$ cat src/bcmp_pkg.sv
// ----------------------------------------------------------------------------
// bcmp_pkg
// Types, constants and helpers shared by the barometer compensation core.
// ----------------------------------------------------------------------------
package bcmp_pkg;

  localparam int unsigned OversamplingDefault = 0;
  localparam int unsigned NumRegs = 8;
  localparam int unsigned RegIdxW = 3;
  localparam int unsigned CfgW = 32;
  localparam int unsigned DivSteps = 32;

  localparam logic [RegIdxW-1:0] REG_AC1   = 3'd0;
  localparam logic [RegIdxW-1:0] REG_AC2   = 3'd1;
  localparam logic [RegIdxW-1:0] REG_AC3   = 3'd2;
  localparam logic [RegIdxW-1:0] REG_AC4   = 3'd3;
  localparam logic [RegIdxW-1:0] REG_AC5   = 3'd4;
  localparam logic [RegIdxW-1:0] REG_AC6   = 3'd5;
  localparam logic [RegIdxW-1:0] REG_B1_B2 = 3'd6;
  localparam logic [RegIdxW-1:0] REG_MC_MD = 3'd7;

  localparam logic signed [31:0] K_B6_OFS = 32'sd4000;
  localparam logic [31:0] K_HALF = 32'd32768;
  localparam logic [31:0] K_B7_MUL = 32'd50000;
  localparam logic signed [31:0] K_C1 = 32'sd3038;
  localparam logic signed [31:0] K_C2 = -32'sd7357;
  localparam logic signed [31:0] K_C3 = 32'sd3791;

  typedef struct packed {
    logic [15:0] raw_temperature;
    logic [18:0] raw_pressure;
  } sample_t;

  typedef struct packed {
    logic signed [31:0] temperature_tenths;
    logic signed [31:0] pressure_pa;
    logic               divide_fault;
  } result_t;

  typedef struct packed {
    logic signed [15:0] ac1;
    logic signed [15:0] ac2;
    logic signed [15:0] ac3;
    logic [15:0]        ac4;
    logic [15:0]        ac5;
    logic [15:0]        ac6;
    logic signed [15:0] b1;
    logic signed [15:0] b2;
    logic signed [15:0] mc;
    logic signed [15:0] md;
  } cal_t;

  // one restoring step on unsigned 32-bit values
  typedef struct packed {
    logic [31:0] rem;
    logic [31:0] quo;
  } div_state_t;

  function automatic div_state_t div_step(div_state_t s, logic [31:0] dvsr, logic nb);
    logic [32:0] trial;
    div_state_t  r;
    trial = {s.rem, nb} - {1'b0, dvsr};
    r.quo = {s.quo[30:0], ~trial[32]};
    r.rem = trial[32] ? {s.rem[30:0], nb} : trial[31:0];
    return r;
  endfunction

endpackage

$ cat src/bcmp_cal_regs.sv
// ----------------------------------------------------------------------------
// bcmp_cal_regs
// Calibration register file, written through the plain write port.
// ----------------------------------------------------------------------------
module bcmp_cal_regs import bcmp_pkg::*; (
  input  logic               clk,
  input  logic               rst,
  input  logic               cfg_write,
  input  logic [RegIdxW-1:0] cfg_index,
  input  logic [CfgW-1:0]    cfg_data,
  output cal_t               cal
);

  always_ff @(posedge clk) begin
    if (rst) begin
      cal <= '0;
    end else if (cfg_write) begin
      case (cfg_index)
        REG_AC1:   cal.ac1 <= cfg_data[15:0];
        REG_AC2:   cal.ac2 <= cfg_data[15:0];
        REG_AC3:   cal.ac3 <= cfg_data[15:0];
        REG_AC4:   cal.ac4 <= cfg_data[15:0];
        REG_AC5:   cal.ac5 <= cfg_data[15:0];
        REG_AC6:   cal.ac6 <= cfg_data[15:0];
        REG_B1_B2: begin
          cal.b1 <= cfg_data[31:16];
          cal.b2 <= cfg_data[15:0];
        end
        REG_MC_MD: begin
          cal.mc <= cfg_data[31:16];
          cal.md <= cfg_data[15:0];
        end
        default: ;
      endcase
    end
  end

endmodule

$ cat config.mk
export PLATFORM = sky130hd
export DESIGN_NAME = bcmp_cal_regs
export DESIGN_NICKNAME = d
export VERILOG_FILES = /design/src/bcmp_pkg.sv /design/src/bcmp_cal_regs.sv
export SDC_FILE = /design/constraint.sdc
export NUM_CORES = 1
export LEC_CHECK = 0
export BUFFER_PORTS_ARGS = -buffer_cell sky130_fd_sc_hd__buf_2
export CAP_MARGIN = 40
export CORE_MARGIN = 1
export CORE_UTILIZATION = 40
export CTS_BUF_LIST = sky130_fd_sc_hd__clkbuf_8
export CTS_CLUSTER_DIAMETER = 50
export DETAILED_ROUTE_END_ITERATION = 10
export PLACE_DENSITY = 0.73
export SYNTH_ARGS = -nofsm -noshare
export SYNTH_HDL_FRONTEND = slang
export SYNTH_SLANG_ARGS = --single-unit
$ cat constraint.sdc
create_clock -name clk -period 2.05 [get_ports clk]
set_input_delay 0.615 -clock clk [delete_from_list [all_inputs] [get_ports clk]]
set_output_delay 0.615 -clock clk [all_outputs]
set_load 0.05 [all_outputs]
==> implementation parameters <==
Parameter                              Value

Clocking
  Cell at the root of the clock tree    clkbuf_8
  Number of buffers between clock root and the deepest sink    2
  Number of sinks on the clock net    160
  Clock network latency to the later pin of the worst-skew pair    approximately 0.45 ns
  TritonCTS clock tree    yes
  Number of buffers added by the clock tree synthesis step    17
  Total of cells resized after clock tree synthesis    0
  Number of hold buffers added after cts    0
  Number of buffers inserted to repair setup after CTS    0
  Clock slew at reported path FFs    0.09 ns
  H-Tree Depth    4

Critical path
  Crit path buffers/inverters    1
  Largest delay contributor family on the critical path    flip-flops
  Worst path arrival time    ~1.1 ns
  Crit path launch type    flop
  Critical Setup Path Class    flop to output port
  Cells along the critical path    buf_2
  Critical path endpoint category    output port
  Worst setup path start    cal[105]
  WP data required    1.43 ns
  R2r startpoint    cal[32]
  Maximum fanout count along the critical path    2
  Max incr delay on CP    roughly 0.38 ns
  Worst path slowest cell    dfxtp_1

Die
  Vertical die dimension    approximately 130 um
  Initial core utilization    41.5%
  Core box area    around 15000 um2
  # rows    45
  Top Ports    198
  Width of the die    128 um
  Die area    between 15000 and 20000 um2

Timing
  Maximum achievable frequency    roughly 580 MHz
  Hold slack    between 0.4 and 0.5 ns
  Final cycle utilization of the critical path    ~84%
  Count of endpoints failing setup in the final report    0
  Clock period minus final worst setup slack    1.73 ns
  Clock Skew    0 ns
  Total count of hold-check failures in the final report    0
  Slew margin rel.    just under 70%
  Setup TNS Final    0 ns
  Final-report max-slew violation count    0
  Setup repair after global routing missed its margin    false
  Actual slew at the worst max-slew pin    approximately 0.46 ns

Layout
  Fraction of final layout cells sized beyond drive strength 1    between 30% and 40%
  Top reg by flops    cal
  Largest registers in the final layout    cal (160)
  Number of flip-flops in the largest register    between 150 and 200
  Diodes inserted    0
  Area growth from synthesis to final layout    24.2%
  Post-layout util    between 50 and 60%
  Net count, final    about 800

Logic synthesis
  Sequential cell area fraction in the yosys report    around half
  Netlist area before placement    6380 um2
  Library cell occupying the most area in the post-synthesis netlist    dfxtp_1
  Number of standard cells after synthesis    581
  Area share of the largest cell type after synthesis    about half
  Number of nets produced by synthesis    ~620
  Flip-flop and latch count after synthesis    160
  Unique cell type count in the Yosys netlist    15
  Total of warnings raised by yosys    0
  Mapped Avg Cell Area    between 10 and 15 um2
  Cells taking the most area after synthesis    dfxtp_1, mux2i_1, nand2b_1

Power and ir drop
  Combinational Power Share    11.2%
  Power dissipated by switching net loads    roughly 0.0017 W
  Pwr dens    slightly below 800 nW/um2
  Highest ir drop seen on vdd    around 0.47 mV
  Leakage dissipation    ~4.2 nW
  Internal Pwr Total    0.00442 W
  Sequential cell fraction of total power    between 50% and 60%
  Switching Share    ~28%
  Clock power frac    about 36%

Min path
  Class of the tightest hold or removal check    primary input to flop
  Min-Delay Startpoint    cfg_data[30]

Global routing
  Via count of the first global-routing pass    roughly 4500
  Total routing resource utilization after global routing    19.0%
  First-pass GRT wire length    around 24000 um
  Pin count of the biggest net entering global routing    48
  Antenna violations before repair    0
  Total gr overflow    0

Route
  Total routed wirelength    about 15000 um
  DRC violations left    0
  Length of the first detailed-routing pass in iterations    4
  Count of routing violations after the opening detailed-route iteration    169
  Count of antenna-violating nets left after detailed routing    0
  Via density per instance    between 4 and 5
  Via Count    ~4500
  Average routed wire per standard cell    between 15 and 20 um

Status
  Run status    completed

Placed design
  Detailed-placement wirelength estimate    between 10000 and 15000 um
  Final estimated routing congestion in global placement    roughly 0.7
  I/O Buffers    197

Run
  Max cap viols    0
## per-layer routing
metal	wire length (um)	up-vias	GRT usage [%]
met1	7220	2107	23.9
met2	6730	150	30.0
li1	-	2253	-
met3	1260	17	7.10
met5	0	-	0
met4	178	0	6.44
## metrics by stage
stage | total power (W) | instance area [um2] | setup WS [ns] | cells
final | 0.00610 | 7920 | 0.321 | 980
after global routing | 0.00634 | 7920 | 0.275 | 980
after CTS | 0.00618 | 7920 | 0.284 | 980
after detailed placement | 0.00397 | 7550 | 0.236 | 949
after global placement | 0.00397 | 7550 | 0.251 | 949
after floorplan | 0.00379 | 6380 | 0.266 | 581
## synth_stat cells, drive strengths merged
library cell  instances
nand2b              192
nand4                 1
nand4b                3
buf                  29
dfxtp               160
nor4bb                1
and4b                 1
nand4bb               2
or4b                  1
mux2i               160
clkbuf               31
## power groups by stage
stage          logic [W]  registers [W]  clock network, W
2_1_floorplan   0.000268        0.00352                 0
4_1_cts         0.000689        0.00321           0.00228
3_5_place_dp    0.000688        0.00328                 0
3_3_place_gp    0.000686        0.00328                 0
5_1_grt         0.000722        0.00322           0.00240
6_report        0.000684        0.00321           0.00221
## cell families (layout without fill, tap and decap cells)
kind of cell / Yosys count / count (layout) / share of synthesized area, %
buf+inv: 60 / 248 / 4.45
simple gates: 201 / 201 / 20.2
flops: 160 / 160 / 50.2
mux: 160 / 160 / 25.1
## final timing paths
check / end / slack (ns) / depth (start not counted)
worst max-delay path: cal[105] / 0.32 / 1
worst max register to register: cal[32] / 1.40 / 2
worst min-delay path: cal[30] / 0.44 / 3
worst min register to register: cal[133] / 0.47 / 2
## placed cells by master, fill, tap and decap left out
master	netlist	routed
nor4bb_4	0	1
mux2i_1	160	160
bufinv_16	0	1
nand4bb_1	2	2
buf_12	1	3
inv_6	0	4
nand4b_1	3	3
clkinvlp_4	0	5
inv_1	0	2
nand2b_1	192	192
or4b_4	1	1
buf_2	19	196
clkbuf_8	0	19
buf_4	1	18
nand4_1	1	1
and4b_1	1	1
dfxtp_1	160	160
## area by class of cell
| cell class | count | area (um2) |
|---|---|---|
| well taps | 211 | 264 |
| repair buffers | 217 | 1180 |
| clock inverters | 12 | 110 |
| flip-flops and latches | 160 | 3200 |
| fillers | 1418 | 7450 |
| clock buffers | 19 | 262 |
| multi-input cells | 361 | 2910 |
No activity file was read; power rests on OpenSTA's default activity.
