**config.mk**
```make
export PLATFORM = sky130hd
export DESIGN_NAME = bcmp_udiv
export DESIGN_NICKNAME = d
export VERILOG_FILES = /design/src/bcmp_pkg.sv /design/src/bcmp_udiv.sv
export SDC_FILE = /design/constraint.sdc
export NUM_CORES = 2
export LEC_CHECK = 0
export BUFFER_PORTS_ARGS = -buffer_cell sky130_fd_sc_hd__clkbuf_2
export CORE_ASPECT_RATIO = 1.1
export CORE_MARGIN = 4
export CORE_UTILIZATION = 68
export CTS_CLUSTER_SIZE = 24
export DETAILED_ROUTE_END_ITERATION = 10
export HOLD_SLACK_MARGIN = 0.08
export PLACE_DENSITY = 0.93
export SKIP_CTS_REPAIR_TIMING = 1
export SLEW_MARGIN = 25
export SYNTH_ARGS = -nofsm -noshare
export SYNTH_HDL_FRONTEND = slang
export SYNTH_SLANG_ARGS = --single-unit
```
**constraint.sdc**
```tcl
create_clock -name clk -period 9.75 [get_ports clk]
set_input_delay 0.4875 -clock clk [delete_from_list [all_inputs] [get_ports clk]]
set_output_delay 0.4875 -clock clk [all_outputs]
set_load 0.005 [all_outputs]
```
**src/bcmp_pkg.sv**
```systemverilog
// ----------------------------------------------------------------------------
// bcmp_pkg
// Types, constants and helpers shared by the barometer compensation core.
// ----------------------------------------------------------------------------
package bcmp_pkg;

  localparam int unsigned OversamplingDefault = 0;
  localparam int unsigned NumRegs = 8;
  localparam int unsigned RegIdxW = 3;
  localparam int unsigned CfgW = 32;
  localparam int unsigned DivSteps = 32;

  localparam logic [RegIdxW-1:0] REG_AC1   = 3'd0;
  localparam logic [RegIdxW-1:0] REG_AC2   = 3'd1;
  localparam logic [RegIdxW-1:0] REG_AC3   = 3'd2;
  localparam logic [RegIdxW-1:0] REG_AC4   = 3'd3;
  localparam logic [RegIdxW-1:0] REG_AC5   = 3'd4;
  localparam logic [RegIdxW-1:0] REG_AC6   = 3'd5;
  localparam logic [RegIdxW-1:0] REG_B1_B2 = 3'd6;
  localparam logic [RegIdxW-1:0] REG_MC_MD = 3'd7;

  localparam logic signed [31:0] K_B6_OFS = 32'sd4000;
  localparam logic [31:0] K_HALF = 32'd32768;
  localparam logic [31:0] K_B7_MUL = 32'd50000;
  localparam logic signed [31:0] K_C1 = 32'sd3038;
  localparam logic signed [31:0] K_C2 = -32'sd7357;
  localparam logic signed [31:0] K_C3 = 32'sd3791;

  typedef struct packed {
    logic [15:0] raw_temperature;
    logic [18:0] raw_pressure;
  } sample_t;

  typedef struct packed {
    logic signed [31:0] temperature_tenths;
    logic signed [31:0] pressure_pa;
    logic               divide_fault;
  } result_t;

  typedef struct packed {
    logic signed [15:0] ac1;
    logic signed [15:0] ac2;
    logic signed [15:0] ac3;
    logic [15:0]        ac4;
    logic [15:0]        ac5;
    logic [15:0]        ac6;
    logic signed [15:0] b1;
    logic signed [15:0] b2;
    logic signed [15:0] mc;
    logic signed [15:0] md;
  } cal_t;

  // one restoring step on unsigned 32-bit values
  typedef struct packed {
    logic [31:0] rem;
    logic [31:0] quo;
  } div_state_t;

  function automatic div_state_t div_step(div_state_t s, logic [31:0] dvsr, logic nb);
    logic [32:0] trial;
    div_state_t  r;
    trial = {s.rem, nb} - {1'b0, dvsr};
    r.quo = {s.quo[30:0], ~trial[32]};
    r.rem = trial[32] ? {s.rem[30:0], nb} : trial[31:0];
    return r;
  endfunction

endpackage

```
**src/bcmp_udiv.sv**
```systemverilog
// ----------------------------------------------------------------------------
// bcmp_udiv
// Pipelined unsigned 32/32 divider, one quotient bit per stage, with a
// sideband that travels alongside.
// ----------------------------------------------------------------------------
module bcmp_udiv import bcmp_pkg::*; #(
  parameter int unsigned SideW = 1
) (
  input  logic             clk,
  input  logic             rst,
  input  logic             in_valid,
  input  logic [31:0]      dividend,
  input  logic [31:0]      divisor,
  input  logic [SideW-1:0] in_side,
  output logic             out_valid,
  output logic [31:0]      quotient,
  output logic [SideW-1:0] out_side
);

  logic [DivSteps:0]      vld;
  div_state_t             st   [DivSteps+1];
  logic [31:0]            dvd  [DivSteps+1];
  logic [31:0]            dvs  [DivSteps+1];
  logic [SideW-1:0]       side [DivSteps+1];

  assign vld[0]  = in_valid;
  assign st[0]   = '0;
  assign dvd[0]  = dividend;
  assign dvs[0]  = divisor;
  assign side[0] = in_side;

  for (genvar i = 0; i < DivSteps; i++) begin : g_step
    always_ff @(posedge clk) begin
      if (rst) begin
        vld[i+1] <= 1'b0;
      end else begin
        vld[i+1] <= vld[i];
      end
    end
    always_ff @(posedge clk) begin
      st[i+1]   <= div_step(st[i], dvs[i], dvd[i][31-i]);
      dvd[i+1]  <= dvd[i];
      dvs[i+1]  <= dvs[i];
      side[i+1] <= side[i];
    end
  end

  assign out_valid = vld[DivSteps];
  assign quotient  = st[DivSteps].quo;
  assign out_side  = side[DivSteps];

endmodule

```
==> metrics.md <==
| Metric | Value |
|---|---|
| Hold WS | 0.0965 ns |
| Peak Freq | 162 MHz |
| Root Driver | clkbuf_16 |
| Worst hold path class | input port to flop |
| Initial Util | 68.5% |
| Static leakage | 64.4 nW |
| Antenna Nets Post-Route | 0 |
| Net Sw Power | 22.4 mW |
| Post-layout min period | 6.17 ns |
| Routability cong. | 0.959 |
| Clk_skew | 0.112 ns |
| Post-DP Area | 0.127 sq mm |
| DPL Wire Length | 201000 um |
| Drt first pass iters | 11 |
| Core area | 0.182 sq mm |
| # setup viols final | 0 |
| Seq cells post-synth | 3072 |
| First-pass GRT wire length | 494000 um |
| Layout cell share with drive strength beyond 1 | 10.5% |
| Clk pwr share | 21.2% |
| Worst EP required | 10.63 ns |
| Die ar. | 0.190 sq mm |
| Commonest cells post-synth | 3072 x dfxtp_1, 1224 x inv_1, 993 x ha_1 |
| CP max FO | 39 |
| DR vias/cell | 6.23 |
| Final WS setup | 3.58 ns |
| Fin nets | 13500 |
| Clock latency on the worst-skew pair | 1.03 ns |
| Total CTS buffers | 309 |
| Clk sink count | 3072 |
| Synth unique cells | 100 |
| DRT Wirelength | 328000 um |
| CP Capture Type | flop |
| DIE WIDTH | 416 um |
| Syn_area_per_cell | 10.3 sq um |
| Primary FF master, synth | dfxtp_1 |
| Switching part of the total power | 38.5% |
| Antenna violations before repair | 29 |
| Relative slew slack | 10.1% |
| Post-synthesis cell area | 0.124 sq mm |
| DR DRC count | 35 |
| 1st-iter DRT viols | 9653 |
| WL/cell | 21.9 um |
| Final period util | 63.3% |
| Largest net degree at the start of global routing | 63 |
| Std cell rows | 164 |
| Crit start category | flop |
| Post-synth ARST share | 0% |
| Die height | 457 um |
| Logic pwr share | 47.0% |
| Int Power | 35.9 mW |
| Seq pwr share | 31.8% |
| CTS H-tree lvls | 5 |
| Synth warn | 0 |
| RSZ-0062 raised after global routing | false |
| Synth area leader | dfxtp_1 |
| Longest Clk Path Bufs | 4 |
| GRT overflow | 0 |
| Slew Viols, Final | 0 |
| Pwr Total | 58.3 mW |
| Slew of the pin with the lowest slew margin | 1.31 ns |
| Synth Instances | 12100 |
| Setup TNS | 0 ns |
| Cell with the most instances after synthesis | dfxtp_1 |
| Vias | 93600 |
| PD cells | 421 mW/mm^2 |
| Post-place setup slack | 4.75 ns |
| Synth top area share | 49.4% |
| Sequential share of the synthesized area | 49.4% |
| Arr. time, crit path | 7.05 ns |
| CTS tree | yes |
| Clk slew on worst S/H paths | 0.07 ns |
| Port Buffers | 101 |
| # IOs | 102 |
| Status | finished with violations |
| EDFF count, synth | 0 |
| Gr usage total | 31.8% |
| P&R area growth vs syn | 11.2% |
| Critical path type | flop to flop |
| Final Cell Area | 0.138 sq mm |
| VDD IR max | 0.266 mV |
| Failing checks | DRC |
| Vias in the first global route | 94300 |
| Max-cap violations | 0 |
| Area contributors post-synth | dfxtp_1 49%, ha_1 10%, mux2_2 5.0% |
| Final Hold Vio Count | 0 |
[cell families (layout without fill, tap and decap cells)]
family / Yosys count / in the layout / share of synthesized area (%)
AO/OA/AOI/OAI: 2877 / 2877 / 14.8
other: 1 / 40 / 0.00301
buffers and inverters: 1521 / 1959 / 4.85
AND/OR/NAND/NOR: 2115 / 2115 / 8.20
XOR/XNOR: 817 / 817 / 5.81
adder cells (fa/ha/maj): 1023 / 1023 / 10.5
flip-flops: 3072 / 3072 / 49.4
multiplexers: 715 / 715 / 6.48
[through the flow]
| step | util [%] | cells |
|---|---|---|
| after floorplan | - | 12200 |
| after global placement | 69.9 | 14400 |
| after detailed placement | 70.0 | 14400 |
| after CTS | 75.7 | 14900 |
| after global routing | 76.1 | 15000 |
| final | 76.2 | 15000 |
[layout by cell type, fill, tap and decap left out, drive strengths merged, types with 62 or more instances in the layout]
master	netlist	layout
nand2	647	647
inv	1225	1234
o21bai	74	74
dfxtp	3072	3072
xor2	311	311
nor2b	179	179
o21ai	688	688
dlygate4sd3	0	66
a21o	466	466
clkbuf	177	520
nand4	100	100
o21a	129	129
a211oi	62	62
and3	80	80
mux2	654	654
a21oi	853	853
xnor2	506	506
a31oi	99	99
nand2b	119	119
nand3	167	167
nor2	489	489
ha	993	993
o31ai	65	65
nor3	100	100
[power groups by stage]
stage | Combinational (mW) | Clock [mW] | Sequential [mW]
2_1_floorplan | 20.5 | 0 | 17.6
3_3_place_gp | 24.0 | 0 | 18.4
3_5_place_dp | 25.3 | 0 | 18.6
4_1_cts | 26.3 | 12.4 | 18.4
5_1_grt | 29.6 | 12.9 | 18.7
6_report | 27.4 | 12.3 | 18.5
[cell type report]
class / count / area (sq um)
tap: 2407 / 3010
fill: 10900 / 43300
clock inverter: 116 / 1570
clock buffer: 418 / 8890
antenna: 25 / 62.6
timing repair buffer: 200 / 1530
inverter: 1225 / 4600
multi-input combinational: 7562 / 57300
sequential: 3072 / 61500
[layer usage]
layer  track usage [%]  part of all wire [%]  up-vias
li1                  -                     -    42300
met1              34.9                    36    43900
met2              55.4                    47     5136
met3              7.12                   7.9     2158
met4              20.8                   8.1       26
met5             0.430                  0.25        -
[registers in the layout (all words and copies together) (netlist names)]
name,count
vld,31
dvs,992
out_valid,1
st,1488
out_side,1
side,31
quotient,32
dvd,496
[worst paths after layout]
kind / to / slack (ns) / startpoint / cells after the start
setup / recovery: st[1897] / 3.58 / dvd[989] / 15
setup reg to reg: st[1897] / 3.58 / dvd[989] / 15
hold / removal: vld[26] / 0.1 / rst / 2
hold reg to reg: dvd[323] / 0.28 / dvd[355] / 0
[critical path, stage by stage (launching register included)]
cell	delay, ns
dfxtp_1	0.38
inv_1	0.09
ha_1	0.55
fa_1	0.63
nor2b_1	0.29
o21ai_1	0.25
a21boi_0	0.91
o211ai_1	0.35
o21bai_1	0.46
o31ai_2	0.18
o211ai_1	0.29
a31oi_1	0.18
xnor2_2	0.14
buf_4	0.44
inv_1	0.42
o31ai_1	0.42
(Power assumes the default switching activity.)
